`config.mk`:
```
export PLATFORM = sky130hd
export DESIGN_NAME = key_click_classifier
export DESIGN_NICKNAME = d
export VERILOG_FILES = /design/src/kcc_pkg.sv /design/src/key_click_classifier.sv /design/src/kcc_cfg.sv /design/src/kcc_keymem.sv /design/src/kcc_eval.sv
export SDC_FILE = /design/constraint.sdc
export NUM_CORES = 1
export LEC_CHECK = 0
export BUFFER_PORTS_ARGS = -buffer_cell sky130_fd_sc_hd__buf_2
export CORE_ASPECT_RATIO = 2
export CORE_UTILIZATION = 30
export CTS_BUF_LIST = sky130_fd_sc_hd__clkbuf_16
export DETAILED_ROUTE_END_ITERATION = 10
export PLACE_DENSITY_LB_ADDON = 0.08
export SLEW_MARGIN = 15
export SYNTH_ARGS = -nofsm -noshare
export SYNTH_HDL_FRONTEND = slang
export SYNTH_SLANG_ARGS = --single-unit
```
`constraint.sdc`:
```
create_clock -name clk -period 5.44 [get_ports clk]
set_input_delay 0.544 -clock clk [delete_from_list [all_inputs] [get_ports clk]]
set_output_delay 0.544 -clock clk [all_outputs]
set_load 0.01 [all_outputs]
```
`src/kcc_pkg.sv`:
```
package kcc_pkg;

  localparam int unsigned CfgAddrW = 4;
  localparam int unsigned CfgDataW = 32;

  localparam logic [1:0] REG_CONFIRM_GAP = 2'd0;
  localparam logic [1:0] REG_CLICK_MAX   = 2'd1;
  localparam logic [1:0] REG_LONG_PRESS  = 2'd2;

  localparam logic [15:0] CONFIRM_GAP_RESET = 16'd300;
  localparam logic [15:0] CLICK_MAX_RESET   = 16'd1000;
  localparam logic [15:0] LONG_PRESS_RESET  = 16'd5000;

  localparam logic [1:0] MODE_PRESS   = 2'd0;
  localparam logic [1:0] MODE_RELEASE = 2'd1;
  localparam logic [1:0] MODE_TICK    = 2'd2;

  localparam logic [1:0] KIND_NONE   = 2'd0;
  localparam logic [1:0] KIND_SINGLE = 2'd1;
  localparam logic [1:0] KIND_MULTI  = 2'd2;
  localparam logic [1:0] KIND_LONG   = 2'd3;

  typedef struct packed {
    logic [2:0]  key_index;
    logic [1:0]  mode;
    logic [31:0] now_tick;
  } evt_item_t;

  typedef struct packed {
    logic [1:0] event_kind;
    logic [7:0] click_count;
  } res_item_t;

  typedef struct packed {
    logic [31:0] mark_tick;
    logic [7:0]  run_count;
    logic        confirming;
  } key_state_t;

  typedef struct packed {
    logic [15:0] confirm_gap_ticks;
    logic [15:0] click_max_ticks;
    logic [15:0] long_press_ticks;
  } cfg_t;

  function automatic logic [7:0] sat_inc(input logic [7:0] v);
    sat_inc = (v == 8'hff) ? 8'hff : v + 8'd1;
  endfunction

endpackage

```
`src/key_click_classifier.sv`:
```
// Channel  Direction  Payload       Handshake
// evt      in         evt_item_t    evt_valid / evt_ready
// res      out        res_item_t    res_valid / res_ready
// cfg      in         APB 32 bit    psel / penable / pwrite, pready tied high
//
// A beat reads its key's state at acceptance, is classified in the next cycle
// and lands in the result register when the classify stage fires, which
// raises res_valid. One beat is taken per cycle while no result stalls; the
// per-key state write and read forwarding let consecutive beats on the same
// key follow. Reset is synchronous; it invalidates all key state, which then
// reads as zero, and sets the registers to their defaults. A stalled result
// holds the classify stage, which then holds evt_ready low.
module key_click_classifier #(
  parameter int unsigned NUM_KEYS = 8
) (
  input  logic                         clk,
  input  logic                         rst,
  input  logic                         evt_valid,
  output logic                         evt_ready,
  input  kcc_pkg::evt_item_t           evt,
  output logic                         res_valid,
  input  logic                         res_ready,
  output kcc_pkg::res_item_t           res,
  input  logic                         psel,
  input  logic                         penable,
  input  logic                         pwrite,
  input  logic [kcc_pkg::CfgAddrW-1:0] paddr,
  input  logic [kcc_pkg::CfgDataW-1:0] pwdata,
  output logic [kcc_pkg::CfgDataW-1:0] prdata,
  output logic                         pready
);
  import kcc_pkg::*;

  localparam int unsigned IDX_W = (NUM_KEYS > 1) ? $clog2(NUM_KEYS) : 1;

  cfg_t       cfg;
  evt_item_t  s1_item;
  logic       s1_valid;
  logic       s1_in_range;
  logic       s1_fire;
  logic       evt_fire;
  logic       evt_in_range;
  key_state_t s1_state;
  key_state_t nxt_state;
  logic       nxt_wr;
  res_item_t  s1_res;

  assign evt_in_range = 32'(evt.key_index) < NUM_KEYS;
  assign s1_fire      = s1_valid && (!res_valid || res_ready);
  assign evt_ready    = !s1_valid || s1_fire;
  assign evt_fire     = evt_valid && evt_ready;

  kcc_cfg u_cfg (
    .clk     (clk),
    .rst     (rst),
    .psel    (psel),
    .penable (penable),
    .pwrite  (pwrite),
    .paddr   (paddr),
    .pwdata  (pwdata),
    .prdata  (prdata),
    .pready  (pready),
    .cfg     (cfg)
  );

  kcc_keymem #(
    .NUM_KEYS (NUM_KEYS),
    .IDX_W    (IDX_W)
  ) u_keymem (
    .clk     (clk),
    .rst     (rst),
    .rd_en   (evt_fire),
    .rd_idx  (IDX_W'(evt.key_index)),
    .wr_en   (s1_fire && nxt_wr),
    .wr_idx  (IDX_W'(s1_item.key_index)),
    .wr_data (nxt_state),
    .rd_data (s1_state)
  );

  kcc_eval u_eval (
    .item     (s1_item),
    .in_range (s1_in_range),
    .cur      (s1_state),
    .cfg      (cfg),
    .nxt      (nxt_state),
    .wr_en    (nxt_wr),
    .res      (s1_res)
  );

  always_ff @(posedge clk) begin
    if (rst) begin
      s1_valid <= 1'b0;
    end else if (evt_ready) begin
      s1_valid <= evt_valid;
    end
  end

  always_ff @(posedge clk) begin
    if (evt_fire) begin
      s1_item     <= evt;
      s1_in_range <= evt_in_range;
    end
  end

  always_ff @(posedge clk) begin
    if (rst) begin
      res_valid <= 1'b0;
    end else if (s1_fire) begin
      res_valid <= 1'b1;
    end else if (res_ready) begin
      res_valid <= 1'b0;
    end
  end

  always_ff @(posedge clk) begin
    if (s1_fire) begin
      res <= s1_res;
    end
  end

  a_count_zero: assert property (@(posedge clk) disable iff (rst)
    res_valid && ((res.event_kind == KIND_NONE) || (res.event_kind == KIND_LONG))
      |-> (res.click_count == 8'd0))
    else $error("click count set on a beat that is no click");

  a_single_one: assert property (@(posedge clk) disable iff (rst)
    res_valid && (res.event_kind == KIND_SINGLE) |-> (res.click_count == 8'd1))
    else $error("single click with a count other than one");

  a_multi_two: assert property (@(posedge clk) disable iff (rst)
    res_valid && (res.event_kind == KIND_MULTI) |-> (res.click_count >= 8'd2))
    else $error("multi-click with a count below two");

  a_no_overrun: assert property (@(posedge clk) disable iff (rst)
    s1_valid && res_valid && !res_ready |=> s1_valid && $stable(s1_item))
    else $error("classify stage lost its beat while the result stalled");

endmodule

```
`src/kcc_cfg.sv`:
```
module kcc_cfg (
  input  logic                         clk,
  input  logic                         rst,
  input  logic                         psel,
  input  logic                         penable,
  input  logic                         pwrite,
  input  logic [kcc_pkg::CfgAddrW-1:0] paddr,
  input  logic [kcc_pkg::CfgDataW-1:0] pwdata,
  output logic [kcc_pkg::CfgDataW-1:0] prdata,
  output logic                         pready,
  output kcc_pkg::cfg_t                cfg
);
  import kcc_pkg::*;

  logic       wr_en;
  logic [1:0] reg_idx;

  assign pready  = 1'b1;
  assign reg_idx = paddr[3:2];
  assign wr_en   = psel && penable && pwrite;

  always_ff @(posedge clk) begin
    if (rst) begin
      cfg.confirm_gap_ticks <= CONFIRM_GAP_RESET;
      cfg.click_max_ticks   <= CLICK_MAX_RESET;
      cfg.long_press_ticks  <= LONG_PRESS_RESET;
    end else if (wr_en) begin
      unique case (reg_idx)
        REG_CONFIRM_GAP: cfg.confirm_gap_ticks <= pwdata[15:0];
        REG_CLICK_MAX:   cfg.click_max_ticks   <= pwdata[15:0];
        REG_LONG_PRESS:  cfg.long_press_ticks  <= pwdata[15:0];
        default: ;
      endcase
    end
  end

  always_comb begin
    unique case (reg_idx)
      REG_CONFIRM_GAP: prdata = {16'd0, cfg.confirm_gap_ticks};
      REG_CLICK_MAX:   prdata = {16'd0, cfg.click_max_ticks};
      REG_LONG_PRESS:  prdata = {16'd0, cfg.long_press_ticks};
      default:         prdata = '0;
    endcase
  end

endmodule

```
`src/kcc_keymem.sv`:
```
module kcc_keymem #(
  parameter int unsigned NUM_KEYS = 8,
  parameter int unsigned IDX_W    = 3
) (
  input  logic                  clk,
  input  logic                  rst,
  input  logic                  rd_en,
  input  logic [IDX_W-1:0]      rd_idx,
  input  logic                  wr_en,
  input  logic [IDX_W-1:0]      wr_idx,
  input  kcc_pkg::key_state_t   wr_data,
  output kcc_pkg::key_state_t   rd_data
);
  import kcc_pkg::*;

  key_state_t           mem [NUM_KEYS];
  logic [NUM_KEYS-1:0]  entry_valid;

  always_ff @(posedge clk) begin
    if (wr_en) begin
      mem[wr_idx] <= wr_data;
    end
  end

  always_ff @(posedge clk) begin
    if (rst) begin
      entry_valid <= '0;
    end else if (wr_en) begin
      entry_valid[wr_idx] <= 1'b1;
    end
  end

  // A write in the same cycle as the read is forwarded so that back-to-back
  // beats on one key see the newest state.
  always_ff @(posedge clk) begin
    if (rd_en) begin
      if (wr_en && (wr_idx == rd_idx)) begin
        rd_data <= wr_data;
      end else if (entry_valid[rd_idx]) begin
        rd_data <= mem[rd_idx];
      end else begin
        rd_data <= '0;
      end
    end
  end

endmodule

```
`src/kcc_eval.sv`:
```
module kcc_eval (
  input  kcc_pkg::evt_item_t  item,
  input  logic                in_range,
  input  kcc_pkg::key_state_t cur,
  input  kcc_pkg::cfg_t       cfg,
  output kcc_pkg::key_state_t nxt,
  output logic                wr_en,
  output kcc_pkg::res_item_t  res
);
  import kcc_pkg::*;

  logic [31:0] held;
  logic [7:0]  inc_count;

  assign held      = item.now_tick - cur.mark_tick;
  assign inc_count = sat_inc(cur.run_count);
  assign wr_en     = in_range;

  always_comb begin
    nxt             = cur;
    res.event_kind  = KIND_NONE;
    res.click_count = 8'd0;
    if (in_range) begin
      unique case (item.mode)
        MODE_PRESS: begin
          nxt.mark_tick = item.now_tick;
          nxt.run_count = cur.confirming ? inc_count : 8'd0;
        end
        MODE_RELEASE: begin
          if (held >= {16'd0, cfg.long_press_ticks}) begin
            res.event_kind = KIND_LONG;
            nxt.confirming = 1'b0;
          end else if (held <= {16'd0, cfg.click_max_ticks}) begin
            nxt.mark_tick  = item.now_tick;
            nxt.confirming = 1'b1;
          end else begin
            nxt.confirming = 1'b0;
          end
        end
        MODE_TICK: begin
          if (cur.confirming && (held >= {16'd0, cfg.confirm_gap_ticks})) begin
            nxt.run_count   = inc_count;
            nxt.confirming  = 1'b0;
            res.click_count = inc_count;
            res.event_kind  = (inc_count == 8'd1) ? KIND_SINGLE : KIND_MULTI;
          end
        end
        default: ;
      endcase
    end
  end

endmodule

```
==> results of run 1 <==
## through the flow
stage | instance area (um^2) | total power [mW] | worst slack, ps
6_report | 25500 | 8.48 | 292
3_5_place_dp | 24000 | 5.20 | 184
4_1_cts | 25500 | 8.61 | 164
3_3_place_gp | 24000 | 5.19 | 230
2_1_floorplan | 22300 | 4.83 | 115
5_1_grt | 25500 | 8.81 | 38.7
## per-layer routing
metal	part of all wire (%)	global-route usage (%)
met1	39	19.5
met2	55	33.7
met3	3.1	1.99
met4	3.2	6.45
met5	0	0
## area by class of cell
cell class / count / area [um^2]
Clock buffer: 48 / 1200
Multi-Input combinational cell: 962 / 7980
Fill cell: 7130 / 48000
Sequential cell: 474 / 13700
Clock inverter: 39 / 363
Timing Repair Buffer: 130 / 840
Tap cell: 929 / 1160
Inverter: 90 / 338
## registers in the layout, indices dropped and copies added, names as in the netlist
register              cells
res                      10
u_keymem.entry_valid      8
u_keymem.rd_data         41
u_cfg.cfg                48
res_valid                 1
s1_valid                  1
s1_item                  37
u_keymem.mem            328
## cell usage after synthesis, types with 6 or more instances
cell,n
edfxtp_1,416
nand2_1,153
inv_1,89
nor2_1,86
a21oi_1,85
mux4_2,84
ha_1,83
dfxtp_1,58
mux2i_1,58
o21ai_0,55
clkbuf_1,45
a221o_1,36
a22o_1,32
o211ai_1,22
a21o_1,20
buf_1,20
nand4_1,20
buf_4,18
nor3_1,18
xnor2_1,18
nand2b_1,15
xor2_1,15
nand3_1,14
and2_1,12
o21a_1,12
buf_2,9
mux2_2,8
a31o_2,7
and3_1,6
nor2b_1,6
## cells by family (layout without fill, tap and decap cells)
family,Yosys count,count (layout)
other,2,17
adder cells (fa/ha/maj),84,84
flip-flops,474,474
multiplexers,150,150
XOR/XNOR,33,33
buffers and inverters,184,307
AO/OA/AOI/OAI,327,327
AND/OR/NAND/NOR,351,351
## cell usage in the layout, fill, tap and decap left out, drive strengths merged, types with 58 or more instances in the layout
cell type,n
a21oi,88
buf,130
dfxtp,58
edfxtp,416
ha,83
inv,95
mux2i,58
mux4,84
nand2,153
nor2,86
o21ai,58
## worst max-delay path, stage by stage (launching register included)
cell	delay (ps)
edfxtp_1	500
ha_1	450
a21oi_1	320
o21ai_1	130
a221oi_1	420
nand2_1	170
xor2_1	360
ha_1	320
a21o_1	190
a21o_1	170
a21oi_1	180
o21ai_0	160
a21oi_1	160
buf_4	160
and3_1	180
and2_1	170
a22oi_2	70
and2_1	180
buf_4	220
a221o_1	380
## power by group
group | switching (mW) | internal, mW
combinational | 0.617 | 0.374
sequential | 0.0526 | 4.06
clock | 1.48 | 1.90
total | 2.15 | 6.33
## worst paths after layout
| kind | start | to | slack [ps] | cells past startpoint |
|---|---|---|---|---|
| setup / recovery | s1_item[8] | u_keymem.rd_data[15] | 290 | 19 |
| hold / removal | evt[27] | s1_item[27] | 120 | 1 |
| setup reg to reg | s1_item[8] | u_keymem.rd_data[15] | 290 | 19 |
| hold reg to reg | u_keymem.entry_valid[4] | u_keymem.entry_valid[4] | 470 | 1 |
==> metrics, run 1 <==
Die Height=387 um; CP Data Arrival Time=5490 ps; ratio of cells with drive above 1 in the final layout=19.0%; min Tclk post-route=just over 5000 ps; cells resized by post-CTS repair=0; GPL Wtd Cong=0.807; XOR/XNOR Fraction of Synth Area=around 1.3%; post-synthesis compound-gate area fraction=10.4%; initial detailed-routing violation count=765; DIE AREA=75400 um^2; Worst VDD drop=0.196 mV; Area Overhead vs Synth=14.7%; Adder-Cell Fraction of Synth Area=4.75%; Final Hold Fails=0; RSZ-0062 raised after global routing=no; max-cap violations=0; mux contribution to synthesized area=a little under an eighth; Clock Tree Buf Depth=3; clk sinks=474; setup TNS=0 ps; vias in the first global route=roughly 15000; Post-layout nets=1869; global-route wire length before repair=between 90 and 100 mm; total global-route track usage=17.5%; main combinational cell family by area after synthesis=multiplexers; antenna-violating nets left=0; Initial Util=30.3%; hold slack=118 ps; Req. time, crit path=a little under 6000 ps; Mean Syn Cell Area=13.9 um^2; DRC Markers=0; htree depth=2; Setup Fix Bufs, Post-CTS=0; total core area=between 70000 and 80000 um^2; Critical Path Start Type=flip-flop; Final period util=94.6%; Max Freq=approximately 0.2 GHz; Synth area leader=edfxtp_1; DR vias/cell=5.22; dpl cells=roughly 2600; sequential share of the synthesized area=between 60% and 70%; Clock Latency Late Sink=approximately 600 ps; CP Capture Type=flip-flop; post-synth top area share=56.1%; worst slew pin tran=1060 ps; Root Driver=clkbuf_16; Synth cell types=69; largest net degree at the start of global routing=52; Post-Syn Instances=1605; max-slew violations=0; Crit Path Max Fanout=17; Util after Layout=34.7%; synthesized flop and latch total=474; Hold Path Class=input pin to flip-flop; Setup CP Type=flip-flop to flip-flop; total number of vias=13944; Max-slew headroom=29.5%; Die Width=195 um; Post-synth EDFFs=416; static leakage=9.08 nW; endpoints failing setup=0; status=completed; fin cells=2672; TritonCTS buffer count=47; Synth area leaders=edfxtp_1, mux4_2, dfxtp_1, ha_1, mux2i_1; IO Port Bufs=89; Simple-Gate Fraction of Synth Area=slightly above 7%; HPWL Detailed=42.5 mm; ys flop type=edfxtp_1; Syn. warnings=0; Rows=about 140; initial antenna violation count=1; CTS tree=done; clock skew=14.8 ps; hold_buf cts=0; mapped cell area=22300 um^2; fraction of registers with async set/reset=0%; drt first pass iters=5; gr ovfl total=0; io pins=125; Worst-path clk slew=60 ps; ANT cells=0; Routed WL=65.4 mm; Wirelength per Cell=about 24 um; power per cell area=332 nW/um^2
No activity file was read; power rests on OpenSTA's default activity.
==> inputs of run 2 (changes only) <==
- RECOVER_POWER: default -> 25
==> run 2 against run 1 <==
The flow now finishes with violations (max-capacitance violations, max-slew violations). Via count is 0.19% lower. Clock-buffer cell count stayed put. First-iteration DRC count down 2.6%. Combinational power is essentially flat. Final area fell by 0.35%. Clock skew increased by 2.2 ps. Critical endpoint is now u_keymem.rd_data[23].
==> metrics, run 2 (synthesized netlist as in run 1, its figures left out) <==
Post-layout nets=1869 (unchanged); Clk network pwr share=39.8% (was 39.9%); fin cells=2672 (unchanged); clk sinks=474 (unchanged); clock skew=17.0 ps (was 14.8 ps); total global-route track usage=17.5% (unchanged); Worst path slowest cell=edfxtp_1 (unchanged); CP Capture Type=flip-flop (unchanged); min Tclk post-route=5160 ps (was 5150 ps); drt first pass iters=5 (unchanged); Reg with most FFs=u_keymem.mem (unchanged); max-cap violations=8 (was 0); largest net degree at the start of global routing=52 (unchanged); Critical Path Max Stage Delay=500 ps (about the same); Routed WL=65.4 mm (about the same); critical-path cell list=ha_1 > a21oi_1 > o21ai_1 > a221oi_1 > nand2_1 > xor2_1 > ha_1 > a21o_1 > a21o_1 > a21oi_1 > o21ai_0 > a21oi_1 > buf_4 > and3_1 > and2_1 > a22oi_2 > and2_1 > buf_4 > a221o_1 (unchanged); biggest regs=u_keymem.mem: 328 flops, u_cfg.cfg: 48 flops, u_keymem.rd_data: 41 flops (unchanged); Area Overhead vs Synth=14.3% (was 14.7%); max FFs per register=328 (unchanged); Placed Area=24000 um^2 (unchanged); Critical Path Start Type=flip-flop (unchanged); Worst VDD drop=0.197 mV (was 0.196 mV); dpl cells=2585 (unchanged); Initial Util=30.3% (unchanged); status=finished with violations (was completed); Wirelength per Cell=24.5 um (about the same); Clock Tree Buf Depth=3 (unchanged); TritonCTS buffer count=47 (unchanged); hold slack=116 ps (was 118 ps); CP Data Arrival Time=5510 ps (was 5490 ps); global-route wire length before repair=97.0 mm (unchanged); Sw Ratio=25.4% (about the same); Power Internal=6.33 mW (about the same); initial antenna violation count=1 (unchanged); Tot Pwr=8.49 mW (was 8.48 mW); max-slew violations=258 (was 0); gr ovfl total=0 (unchanged); vias in the first global route=14830 (unchanged); antenna-violating nets left=0 (unchanged); Req. time, crit path=5790 ps (was 5780 ps); CTS tree=done (unchanged); Worst-path clk slew=60 ps (about the same); ratio of cells with drive above 1 in the final layout=17.0% (was 19.0%); static leakage=8.98 nW (was 9.08 nW); GPL Wtd Cong=0.807 (unchanged); worst slew pin tran=4350 ps (was 1060 ps); NetSw=2.15 mW (about the same); Final period util=94.9% (was 94.6%); most common cell after layout, fill and taps aside=edfxtp_1 (unchanged); total core area=73600 um^2 (unchanged); RSZ-0062 raised after global routing=no (unchanged); most frequent CP cell=a21oi_1 (unchanged); Post-Layout Inst Area=25400 um^2 (was 25500 um^2); power per cell area=333 nW/um^2 (was 332 nW/um^2); Max Freq=0.194 GHz (about the same); DRC Markers=0 (unchanged); Die Width=195 um (unchanged); Rows=141 (unchanged); Final Worst Setup Slack=277 ps (was 292 ps); Clock Latency Late Sink=610 ps (was 600 ps); setup TNS=0 ps (unchanged); Final Hold Fails=0 (unchanged); Util after Layout=34.6% (was 34.7%); Max-slew headroom=-190% (was 29.5%); IO Port Bufs=89 (unchanged); violated checks=max-capacitance violations, max-slew violations; Comb power frac=11.7% (about the same); total number of vias=13917 (was 13944); Hold Path Class=input pin to flip-flop (unchanged); ANT cells=0 (unchanged); Seq pwr share=48.5% (about the same); dpl ws=184 ps (unchanged); initial detailed-routing violation count=745 (was 765); Die Height=387 um (unchanged); DR vias/cell=5.21 (was 5.22); Crit Path Max Fanout=17 (unchanged); Setup CP Type=flip-flop to flip-flop (unchanged); most frequent cells in the layout=edfxtp_1, nand2_1, inv_1, a21oi_1, mux4_2 (was edfxtp_1, nand2_1, inv_1, buf_2); DIE AREA=75400 um^2 (unchanged); endpoints failing setup=0 (unchanged); io pins=125 (unchanged); Root Driver=clkbuf_16 (unchanged); htree depth=2 (unchanged); HPWL Detailed=42.5 mm (unchanged); Setup Fix Bufs, Post-CTS=0 (unchanged)
[run 2: layout make-up]
cell class,instances,area [um^2]
clock buffer,48,1200
clock inverter,39,363
fill,7146,48100
inverter,90,338
multi-input combinational,962,7960
sequential,474,13700
tap,929,1160
timing repair buffer,130,774
[run 2: final timing paths]
check	startpoint	endpoint	slack (ps)	cells past startpoint
worst min register to register	u_keymem.entry_valid[2]	u_keymem.entry_valid[2]	470	1
worst max-delay path	s1_item[8]	u_keymem.rd_data[23]	280	19
worst max register to register	s1_item[8]	u_keymem.rd_data[23]	280	19
worst min-delay path	evt[27]	s1_item[27]	120	1
[run 2: critical path: cells and delay by family, from the launching register on]
family          cells  cell delay (ps)
flops               1              500
simple gates        4              700
fa+ha+maj           2              770
xor+xnor            1              360
compound gates     10             2200
buf+inv             2              380
[run 2: power by group through the flow]
| stage | Combinational, mW | Clock (mW) | Sequential, mW |
|---|---|---|---|
| 2_1_floorplan | 0.653 | 0 | 4.17 |
| 3_3_place_gp | 0.997 | 0 | 4.19 |
| 3_5_place_dp | 1.00 | 0 | 4.19 |
| 4_1_cts | 1.01 | 3.49 | 4.11 |
| 5_1_grt | 1.09 | 3.60 | 4.12 |
| 6_report | 0.992 | 3.38 | 4.12 |
[run 2: what timing repair did]
action / in CTS / in global routing
hold buffers: 0 / 0
setup endpoints to repair: 0 / 195
gates resized for setup: 0 / 3
[run 2: layer usage]
layer  vias to the layer above  part of all wire (%)  GRT usage (%)
li1                       6352                     -              -
met1                      7157                    39           19.5
met2                       303                    55           33.7
met3                       105                   3.0           1.99
met4                         0                   3.2           6.45
met5                         -                     0              0
==> inputs of run 3 (changes only) <==
- CORE_UTILIZATION: 30 -> 40
- SETUP_SLACK_MARGIN: default -> 0.15
- clock period: 5.44 -> 5.11 ns (I/O delays scaled with it)
==> run 3 against run 2 <==
The run still ends with max-capacitance violations, max-slew violations left. Fmax up 8.7%. Largest power group unchanged. Critical path type unchanged. Sequential power up 6.3%. Final area down 0.61%.
==> metrics, run 3 (synthesized netlist as in run 1, its figures left out) <==
CP Capture Type=flip-flop (unchanged); max FFs per register=328 (unchanged); Final period util=93.0% (was 94.9%); Reg with most FFs=u_keymem.mem (unchanged); total global-route track usage=20.9% (was 17.5%); clock skew=22.5 ps (was 17.0 ps); power per cell area=346 nW/um^2 (was 333 nW/um^2); IO Port Bufs=89 (unchanged); max-slew violations=427 (was 258); ANT cells=0 (unchanged); largest net degree at the start of global routing=64 (was 52); Die Width=169 um (was 195 um); Crit Path Max Fanout=29 (was 17); total core area=55100 um^2 (was 73600 um^2); Final Hold Fails=0 (unchanged); status=finished with violations (unchanged); RSZ-0062 raised after global routing=no (unchanged); ratio of cells with drive above 1 in the final layout=18.2% (was 17.0%); HPWL Detailed=37.3 mm (was 42.5 mm); Fillers=4960 (was 7146); initial antenna violation count=0 (was 1); io pins=125 (unchanged); Req. time, crit path=5480 ps (was 5790 ps); Clock Latency Late Sink=580 ps (was 610 ps); worst hold endpoint=s1_item[18] (was s1_item[27]); most common cell after layout, fill and taps aside=edfxtp_1 (unchanged); initial detailed-routing violation count=973 (was 745); Worst VDD drop=0.241 mV (was 0.197 mV); setup TNS=0 ps (unchanged); min Tclk post-route=4750 ps (was 5160 ps); total number of vias=13870 (was 13917); DIE AREA=56700 um^2 (was 75400 um^2); Root Driver=clkbuf_16 (unchanged); Routed WL=57.9 mm (was 65.4 mm); Setup CP Type=flip-flop to flip-flop (unchanged); Max-slew headroom=-183% (was -190%); drt first pass iters=5 (unchanged); Critical Path Start Type=flip-flop (unchanged); vias in the first global route=14381 (was 14830); Clock Tree Buf Depth=3 (unchanged); Initial Util=40.4% (was 30.3%); Hold Path Class=input pin to flip-flop (unchanged); DRC Markers=0 (unchanged); clk sinks=474 (unchanged); RR Startpoint=s1_item[2] (was s1_item[8]); Post-layout nets=1884 (was 1869); gr ovfl total=0 (unchanged); Area Overhead vs Synth=13.6% (was 14.3%); Die Height=336 um (was 387 um); TritonCTS buffer count=44 (was 47); DR vias/cell=5.55 (was 5.21); Tot Pwr=8.75 mW (was 8.49 mW); Max Freq=0.210 GHz (was 0.194 GHz); worst slew pin tran=4240 ps (was 4350 ps); most frequent cells in the layout=edfxtp_1, nand2_1, inv_1, mux4_2, nor2_1 (was edfxtp_1, nand2_1, inv_1, a21oi_1, mux4_2); static leakage=9.03 nW (was 8.98 nW); htree depth=2 (unchanged); CP Data Arrival Time=5120 ps (was 5510 ps); Hold Crit Depth=1 (unchanged); Register-to-Register Path Depth=18 (was 19); endpoints failing setup=0 (unchanged); worst r2r dst=u_keymem.mem[0][34] (was u_keymem.rd_data[23]); violated checks=max-capacitance violations, max-slew violations (unchanged); biggest regs=u_keymem.mem: 328 flops, u_cfg.cfg: 48 flops, u_keymem.rd_data: 41 flops (unchanged); Worst-path clk slew=70 ps (was 60 ps); global-route wire length before repair=87.5 mm (was 97.0 mm); Wirelength per Cell=23.2 um (was 24.5 um); GPL Wtd Cong=0.898 (was 0.807); antenna-violating nets left=0 (unchanged); CTS tree=done (unchanged); hold_sp=evt[18] (was evt[27]); Rows=122 (was 141); r2r setup slk=360 ps (was 280 ps); max-cap violations=9 (was 8)
run 3: worst max-delay path by stage:
stage	to	from	slack, ps	depth (start not counted)
global placement	u_keymem.rd_data[19]	s1_item[0]	90	22
detailed placement	u_keymem.rd_data[15]	u_keymem.rd_data[9]	110	21
CTS	u_keymem.rd_data[10]	s1_item[8]	190	20
finish	u_keymem.mem[0][34]	s1_item[2]	360	18
global route	u_keymem.mem[5][28]	u_keymem.rd_data[11]	140	19
floorplan	u_keymem.mem[1][0]	res_ready	540	5
run 3: final cells by class:
| type | instances | area [um^2] | area share [%] |
|---|---|---|---|
| clock buffers | 46 | 1150 | 4.55 |
| clock inverters | 34 | 273 | 1.08 |
| inverters | 90 | 338 | 1.34 |
| multi-input cells | 962 | 8050 | 31.8 |
| flip-flops and latches | 474 | 13700 | 54.0 |
| well taps | 744 | 931 | 3.68 |
| repair buffers | 148 | 898 | 3.55 |
run 3: metrics by stage:
stage	area [um^2]	setup WS [ps]	hold slack, ps	utilization (%)	std cells
3_3_place_gp	23800	90.4	442	43.2	2412
4_1_cts	25300	186	67.0	45.9	2494
6_report	25300	359	110	45.9	2498
3_5_place_dp	23800	108	449	43.2	2412
2_1_floorplan	22300	536	435	-	1620
5_1_grt	25300	138	93.7	45.9	2498
run 3: critical path, stage by stage (launching register included):
cell,delay [ps]
edfxtp_1,420
ha_1,380
o211ai_1,240
a21oi_2,70
buf_4,140
o2111a_1,280
or3_1,360
xor2_1,160
buf_4,170
ha_1,290
nand4_1,130
nor4_1,350
a21oi_1,120
buf_4,170
and3_1,170
and2_1,160
a22oi_2,220
clkbuf_8,370
a22o_1,340
run 3: report_power, final:
group / total [mW] / switching [mW] / internal [mW] / leakage [nW]
clock network: 3.29 / 1.45 / 1.84 / 0.729
registers: 4.38 / 0.0546 / 4.33 / 4.34
logic: 1.08 / 0.644 / 0.439 / 3.96
run 3: layer usage:
layer | track usage, % | share of wire [%] | routed length [um] | up-vias
met5 | 0 | 0 | 0 | -
met2 | 38.6 | 53 | 30800 | 354
met4 | 7.89 | 3.5 | 2020 | 0
met3 | 2.04 | 3.3 | 1940 | 98
met1 | 24.7 | 40 | 23200 | 7036
li1 | - | - | - | 6382
run 3: timing repair:
action / in CTS / in global routing
hold endpoints to repair: 0 / 0
setup buffers: 2 / 4
hold buffers: 0 / 0
setup endpoints to repair: 192 / 261
pin swaps: 1 / 7
gates resized for setup: 3 / 26
